File: src/hdl/sisa_pkg.sv
// ----------------------------------------------------------------------------
// sisa_pkg
// Shared types and constants of the sampled inverse suffix array lookup:
// field widths, table sizes, command and register codes, divider request and
// response.
// ----------------------------------------------------------------------------
package sisa_pkg;

   // field widths fixed by the interface
   localparam int DATA_W = 16;
   localparam int RATE_W = 7;
   localparam int SIZE_W = 17;
   localparam int CMD_W  = 2;

   // table depth (a power of two) and largest supported sampling rate
   localparam int MAX_POSITIONS = 65536;
   localparam int MAX_RATE      = 64;

   // request commands
   localparam logic [CMD_W-1:0] CMD_LOAD_SUFFIX = 2'd0;
   localparam logic [CMD_W-1:0] CMD_LOAD_NEXT   = 2'd1;
   localparam logic [CMD_W-1:0] CMD_QUERY       = 2'd2;

   // configuration register indexes
   localparam logic CSR_SAMPLING_RATE = 1'b0;
   localparam logic CSR_TEXT_SIZE     = 1'b1;

   // register reset values
   localparam logic [RATE_W-1:0] RATE_RESET = 7'd32;
   localparam logic [SIZE_W-1:0] SIZE_RESET = 17'h10000;

   // divider start
   typedef struct packed {
      logic              go;
      logic [DATA_W-1:0] dividend;
      logic [RATE_W-1:0] divisor;
   } div_req_type;

   // divider result
   typedef struct packed {
      logic              done;
      logic [DATA_W-1:0] quotient;
      logic [RATE_W-1:0] remainder;
   } div_rsp_type;

endpackage

File: src/hdl/sisa_div.sv
// ----------------------------------------------------------------------------
// sisa_div
// Restoring divider of a 16-bit value by the sampling rate, one quotient bit
// per cycle. The registered done strobe rises with the final quotient and remainder.
// ----------------------------------------------------------------------------
module sisa_div
   import sisa_pkg::*;
(
   input  logic        clock,
   input  logic        reset,
   input  div_req_type div_req,
   output div_rsp_type div_rsp
);

   localparam int CNT_W = $clog2(DATA_W);

   logic [DATA_W-1:0] quot_ff, quot_in;
   logic [RATE_W-1:0] rem_ff, rem_in;
   logic [RATE_W-1:0] divisor_ff;
   logic [CNT_W-1:0]  cnt_ff;
   logic              run_ff;
   logic              done_ff;

   logic [RATE_W:0]   trial;
   logic [RATE_W:0]   diff;
   logic              fits;

   // one restoring step: shift in the next dividend bit, subtract if it fits
   always_comb begin
      trial   = {rem_ff, quot_ff[DATA_W-1]};
      diff    = trial - {1'b0, divisor_ff};
      fits    = (trial >= {1'b0, divisor_ff});
      rem_in  = fits ? diff[RATE_W-1:0] : trial[RATE_W-1:0];
      quot_in = {quot_ff[DATA_W-2:0], fits};
   end

   // control
   always_ff @(posedge clock) begin
      if (reset) begin
         run_ff  <= 1'b0;
         done_ff <= 1'b0;
         cnt_ff  <= '0;
      end else begin
         done_ff <= 1'b0;
         if (div_req.go) begin
            run_ff <= 1'b1;
            cnt_ff <= '0;
         end else if (run_ff) begin
            cnt_ff <= cnt_ff + 1'b1;
            if (cnt_ff == CNT_W'(DATA_W - 1)) begin
               run_ff  <= 1'b0;
               done_ff <= 1'b1;
            end
         end
      end
   end

   // datapath
   always_ff @(posedge clock) begin
      if (div_req.go) begin
         quot_ff    <= div_req.dividend;
         rem_ff     <= '0;
         divisor_ff <= div_req.divisor;
      end else if (run_ff) begin
         quot_ff <= quot_in;
         rem_ff  <= rem_in;
      end
   end

   assign div_rsp.done      = done_ff;
   assign div_rsp.quotient  = quot_ff;
   assign div_rsp.remainder = rem_ff;

endmodule

File: config.mk
export PLATFORM = sky130hd
export DESIGN_NAME = sisa_div
export DESIGN_NICKNAME = d
export VERILOG_FILES = /design/src/hdl/sisa_pkg.sv /design/src/hdl/sisa_div.sv
export SDC_FILE = /design/constraint.sdc
export NUM_CORES = 1
export LEC_CHECK = 0
export BUFFER_PORTS_ARGS = -buffer_cell sky130_fd_sc_hd__buf_2
export CAP_MARGIN = 10
export CELL_PAD_IN_SITES_DETAIL_PLACEMENT = 0
export CELL_PAD_IN_SITES_GLOBAL_PLACEMENT = 2
export CORE_MARGIN = 10
export CORE_UTILIZATION = 33
export DETAILED_ROUTE_END_ITERATION = 7
export PLACE_DENSITY = 0.75
export SYNTH_ARGS = -nofsm -noshare
export SYNTH_HDL_FRONTEND = slang
export SYNTH_SLANG_ARGS = --single-unit
File: constraint.sdc
create_clock -name clock -period 2.9 [get_ports clock]
set_input_delay 0.58 -clock clock [delete_from_list [all_inputs] [get_ports clock]]
set_output_delay 0.58 -clock clock [all_outputs]
set_load 0.01 [all_outputs]
## Word level (Yosys, flattened, before mapping)

Index checks and enable logic that the tools add are counted.

| storage, ports and cells | value |
|---|---|
| word-level logic and storage cells | 21 |
| register bits after elaboration | 36 |
| input port bits | 26 |
| output and inout bits | 24 |

| cells by class | value |
|---|---|
| reductions and logical operators | 3 |
| add/sub/neg operators | 2 |
| bitwise logic cells | 1 |
| equal/unequal tests | 1 |
| magnitude comparators | 1 |
| muxes and demuxes | 7 |

Operators by type and width:

| kind | number |
|---|---|
| two-way mux 16 bit | 2 |
| greater-or-equal comparator 8 x 7 -> 1 bit | 1 |
| two-way mux 7 bit | 1 |
| subtractor 7 bit | 1 |
| adder 4 x 1 -> 4 bit (second input constant) | 1 |
| equality test 4 bit (second input constant) | 1 |
| two-way mux 1 bit | 4 |
| OR reduction 3 bit | 1 |
| nonzero test 2 bit | 1 |
| OR reduction 2 bit | 1 |
| NOT 1 bit | 1 |

## Depth between registers and ports, before layout

| depth | value |
|---|---|
| depth in word-level cells | 4 |
| depth in mapped cells | 9 |
| mapped depth without buffers | 7 |

## Least setup slack after synthesis

No wires, ideal clock.

| timing | value |
|---|---|
| path kind | register to register |
| start | register quot_ff[15] |
| end | register rem_ff[0] |
| cell stages (with the launch flop) | 10 |
| required time | 2.812 ns |
| setup time | 0.088 ns |
| buffers on the path | 2 |
| data arrival time | 2.121 ns |
| setup slack | 0.690 ns |
| period minus slack after synthesis | 2.210 ns |
| cell sequence | edfxtp_1 -> inv_1 -> ha_1 -> fa_1 -> nand2b_1 -> a211o_1 -> buf_6 -> and3_1 -> buf_6 -> a311oi_2 |

| on the way | value |
|---|---|
| longest elaborated chain between the ends | 2 |
| elaborated cells between the ends (all ways) | 3 |
| classes of those cells | add/sub (1); order compare (1); mux (1) |

RTL lines:

| item | line | source |
|---|---|---|
| start: declaration | sisa_div.sv:17 | `logic [DATA_W-1:0] quot_ff, quot_in;` |
| start signal: assignment | sisa_div.sv:61 | `quot_ff <= div_req.dividend;` |
| start signal: assignment | sisa_div.sv:65 | `quot_ff <= quot_in;` |
| subtractor 7 bit / greater-or-equal comparator 8 x 7 -> 1 bit (equally long branches) | sisa_div.sv:31, sisa_div.sv:32 |  |
| two-way mux 7 bit (*) | sisa_div.sv:33 | `rem_in = fits ? diff[RATE_W-1:0] : trial[RATE_W-1:0];` |
| end signal: assignment | sisa_div.sv:66 | `rem_ff <= rem_in;` |
| end: declaration | sisa_div.sv:18 | `logic [RATE_W-1:0] rem_ff, rem_in;` |

Mark *: on every way between the ends. The rest lies on a longest branch, timed or not.
A chain may end at the register's enable or synchronous reset.

## Worst setup path after layout

Same ends and word-level chain as after synthesis.

==> parameters.txt <==
Parameter                              Value

Run status
  Run status ... completed

Timing
  Worst Skew ... 0.00762 ns
  Min setup slack post-route ... 0.650 ns
  Time the final worst path needs with I/O delays and setup ... 2.25 ns
  Setup TNS after final layout ... 0 ns
  Remaining max-slew budget at the tightest pin ... 47.4%
  Endpoints failing setup ... 0
  Final hold violation count ... 0
  Fmax ... 0.444 GHz
  Slew @ Worst Pin ... 0.789 ns
  Final period util ... 77.6%
  Hold slack ... 0.468 ns
  Total count of max-transition violations in the final report ... 0
  RSZ-0062 raised after global routing ... no

Die
  Number of ports placed on the die boundary ... 50
  Starting utilization of the core area ... 34.8%
  Standard-cell row count ... 27
  Total die area ... 0.00939 mm2
  Overall die height ... 96.9 um
  Placeable Area ... 0.00561 mm2
  Die W ... 96.9 um

Worst setup path
  Top cell family by delay on the critical path ... compound AO/OA/AOI/OAI gates
  Count of buffer and inverter cells on the critical path ... 1
  Number of cells traversed by the worst register-to-register path ... 7
  Worst setup path endpoint ... rem_ff[0]$_SDFFE_PP0P_
  Cell-by-cell trace of the critical path ... inv_1 > ha_1 > fa_1 > nand2b_1 > a211o_1 > and3_1 > a311oi_2
  Max Fanout on Critical Path ... 9
  Timing startpoint of the critical path ... quot_ff[15]$_DFFE_PP_
  Crit path largest cell delay ... 0.40 ns
  Start-to-end type of the worst setup path ... flip-flop to flip-flop
  FF-to-FF Start ... quot_ff[15]$_DFFE_PP_
  Crit start category ... flip-flop
  Arrival time reported for the critical path endpoint ... 2.44 ns
  Worst-case register-to-register setup slack ... 0.65 ns
  Critical path capture point type ... flip-flop
  Crit path max-delay cell type ... sky130_fd_sc_hd__fa_1
  Worst path depth ... 7
  Required time reported for the critical path endpoint ... 3.10 ns
  Destination of the worst register-to-register timing path ... rem_ff[0]$_SDFFE_PP0P_

Detailed routing
  Total vias in the final route ... 1,464
  TritonRoute pass-1 iters ... 4
  Detailed Route Iter0 Violations ... 103
  WL final ... 4.34 mm
  DRC ... 0
  DRT antenna net count ... 0
  Routed wire length per instance ... 14.9 um
  Vias per std cell ... 5.03

Clock network
  CTS-repair resized insts ... 0
  Master cell of the clock root buffer ... sky130_fd_sc_hd__clkbuf_8
  H-tree lvl count ... 2
  Hold buffers post-CTS ... 0
  TritonCTS clock tree ... done
  Clock input transition at the sequential cells of the worst setup and hold paths ... 0.07 ns
  Buffer levels on the longest clock path ... 2
  Number of buffers inserted during clock tree synthesis ... 5
  Clock Sinks ... 36
  Setup bufs post-CTS ... 0
  Insertion delay to the later sink of the worst-skew pair ... 0.28 ns

Synthesis
  Cell area after technology mapping ... 0.00195 mm2
  Top cell type's share of synthesized area ... 35.4%
  Most used DFF post-synth ... sky130_fd_sc_hd__edfxtp_1
  Post-synthesis instance total ... 170
  Mean cell area of the mapped netlist ... 11.5 um2
  Synth async-reset ratio ... 0%
  Fraction of the mapped netlist area in compound gates ... 14.2%
  Total number of yosys warnings ... 0
  Synth Area in Adders ... 6.15%
  Xor-xnor portion of the synthesized cell area ... 2.24%
  Synth Net Count ... 205
  Number of synthesized register bits ... 36
  Simple-gate share of the synthesized area ... 13.8%
  Largest cells by area after synthesis ... sky130_fd_sc_hd__edfxtp_1, sky130_fd_sc_hd__dfxtp_1, sky130_fd_sc_hd__mux2_2, sky130_fd_sc_hd__ha_1, sky130_fd_sc_hd__nor2_1
  Dominant combinational cell family by area after synthesis ... compound AO/OA/AOI/OAI gates
  Mux cell area share after synthesis ... 9.68%
  Post-synthesis sequential area ratio ... 48.7%
  EDFF count, synth ... 23
  Cell type with the highest aggregate area in the netlist ... sky130_fd_sc_hd__edfxtp_1
  Number of distinct library cells after synthesis ... 47

Global route
  Via count of the first global-routing pass ... 1,541
  GRT Total Usage ... 9.20%
  Sum of overflow across all layers after global routing ... 0
  Initial antenna violation count ... 0
  Wire length of the first global-routing pass ... 7.37 mm
  Pin count of the biggest net entering global routing ... 41

Cells and area
  Area overhead of the layout relative to synthesis ... 20.6%
  Number of nets in the finished design ... 253
  Fraction of layout instances using a drive strength above 1 ... 37.4%
  Commonest non-fill, non-tap cells in the layout ... sky130_fd_sc_hd__buf_2, sky130_fd_sc_hd__edfxtp_1, sky130_fd_sc_hd__mux2_2, sky130_fd_sc_hd__nor2_1, sky130_fd_sc_hd__dfxtp_1
  Finished Cell Area ... 0.00235 mm2
  Most common library cell in the layout ignoring fill and taps ... sky130_fd_sc_hd__buf_2
  Final cell count without fillers ... 291
  Diode count ... 0
  # fillers ... 578
  Final Util ... 42.0%

Power
  Total leakage power ... 0.997 nW
  Post-route total power ... 1.30 mW
  Peak supply drop ... 0.322 mV
  Total power density per cell area ... 554 mW/mm2

Placement
  DP Cell Count ... 283
  Half-perimeter wire length after detailed placement ... 3.31 mm
  Routability Congestion ... 0.843
  Worst Setup Slack post-DPL ... 0.654 ns
  Total cell area at the placement stage ... 0.00224 mm2
  Port Buffer Count ... 49

Run
  Max-cap violation count ... 0

Worst hold path
  HP Class ... primary input to flip-flop
cells in the mapped netlist, types with 2 or more instances:
cell type and count:
sky130_fd_sc_hd__buf_1 2, sky130_fd_sc_hd__o21bai_1 2, sky130_fd_sc_hd__nand2b_1 2, sky130_fd_sc_hd__buf_6 2, sky130_fd_sc_hd__dfxtp_1 13, sky130_fd_sc_hd__inv_1 12
sky130_fd_sc_hd__a31oi_1 2, sky130_fd_sc_hd__edfxtp_1 23, sky130_fd_sc_hd__o21a_1 2, sky130_fd_sc_hd__clkbuf_1 3, sky130_fd_sc_hd__nor2_1 13, sky130_fd_sc_hd__ha_1 8
sky130_fd_sc_hd__nor3_1 2, sky130_fd_sc_hd__nand2_1 7, sky130_fd_sc_hd__nor2b_1 4, sky130_fd_sc_hd__or2_2 3, sky130_fd_sc_hd__o31ai_1 2, sky130_fd_sc_hd__xnor2_1 3
sky130_fd_sc_hd__nand4_1 4, sky130_fd_sc_hd__nor3b_1 6, sky130_fd_sc_hd__or2_1 2, sky130_fd_sc_hd__mux2_2 15, sky130_fd_sc_hd__buf_4 2, sky130_fd_sc_hd__a311oi_2 2
sky130_fd_sc_hd__a211oi_1 2, sky130_fd_sc_hd__a41oi_1 4, sky130_fd_sc_hd__mux2i_1 2, sky130_fd_sc_hd__xor2_1 2, sky130_fd_sc_hd__o21ai_0 5, sky130_fd_sc_hd__a21oi_1 2
layer usage:
layer / global-route usage [%] / vias up / part of all wire (%) / wire [um]
li1: - / 721 / - / -
met1: 12.2 / 685 / 49 / 2130
met2: 12.8 / 54 / 41 / 1790
met3: 4.12 / 4 / 8.8 / 384
met4: 3.04 / 0 / 1.0 / 44
met5: 0 / - / 0 / 0
worst min path at each step:
stage                                       from                       to  cells past startpoint  slack (ns)
after CTS                             div_req[3]  divisor_ff[3]$_DFFE_PP_                      1        0.45
after global placement    cnt_ff[2]$_SDFFE_PP0P_       done_ff$_SDFF_PP0_                      2        0.48
after global routing                  div_req[6]  divisor_ff[6]$_DFFE_PP_                      1        0.45
after detailed placement  cnt_ff[2]$_SDFFE_PP0P_       done_ff$_SDFF_PP0_                      2        0.49
final                                      reset        run_ff$_SDFF_PP0_                      2        0.47
after floorplan           cnt_ff[2]$_SDFFE_PP0P_       done_ff$_SDFF_PP0_                      2        0.46
power by group:
group | total (mW) | switching, mW | internal (mW)
sequential | 0.619 | 0.0269 | 0.592
clock | 0.452 | 0.175 | 0.277
combinational | 0.233 | 0.123 | 0.110
flip-flops by register name, indices dropped and copies added (netlist names):
| name | cells |
|---|---|
| divisor_ff | 7 |
| quot_ff | 16 |
| cnt_ff | 4 |
| rem_ff | 7 |
| done_ff | 1 |
| run_ff | 1 |
cells by family (layout without fill, tap and decap cells):
family | count (synthesis) | in the layout
mux | 17 | 17
fa+ha+maj | 9 | 9
xor+xnor | 5 | 5
compound gates | 33 | 33
flops | 36 | 36
simple gates | 49 | 49
buf+inv | 21 | 70
cell type report:
| type | instances | area [um2] | share of cell area (%) |
|---|---|---|---|
| clock inverter | 2 | 33.8 | 1.43 |
| multi-input combinational | 113 | 900 | 38.2 |
| sequential | 36 | 951 | 40.4 |
| inverter | 12 | 45.0 | 1.91 |
| clock buffer | 6 | 82.6 | 3.51 |
| tap | 72 | 90.1 | 3.83 |
| timing repair buffer | 50 | 253 | 10.7 |
Power figures use the tool's default switching activity.
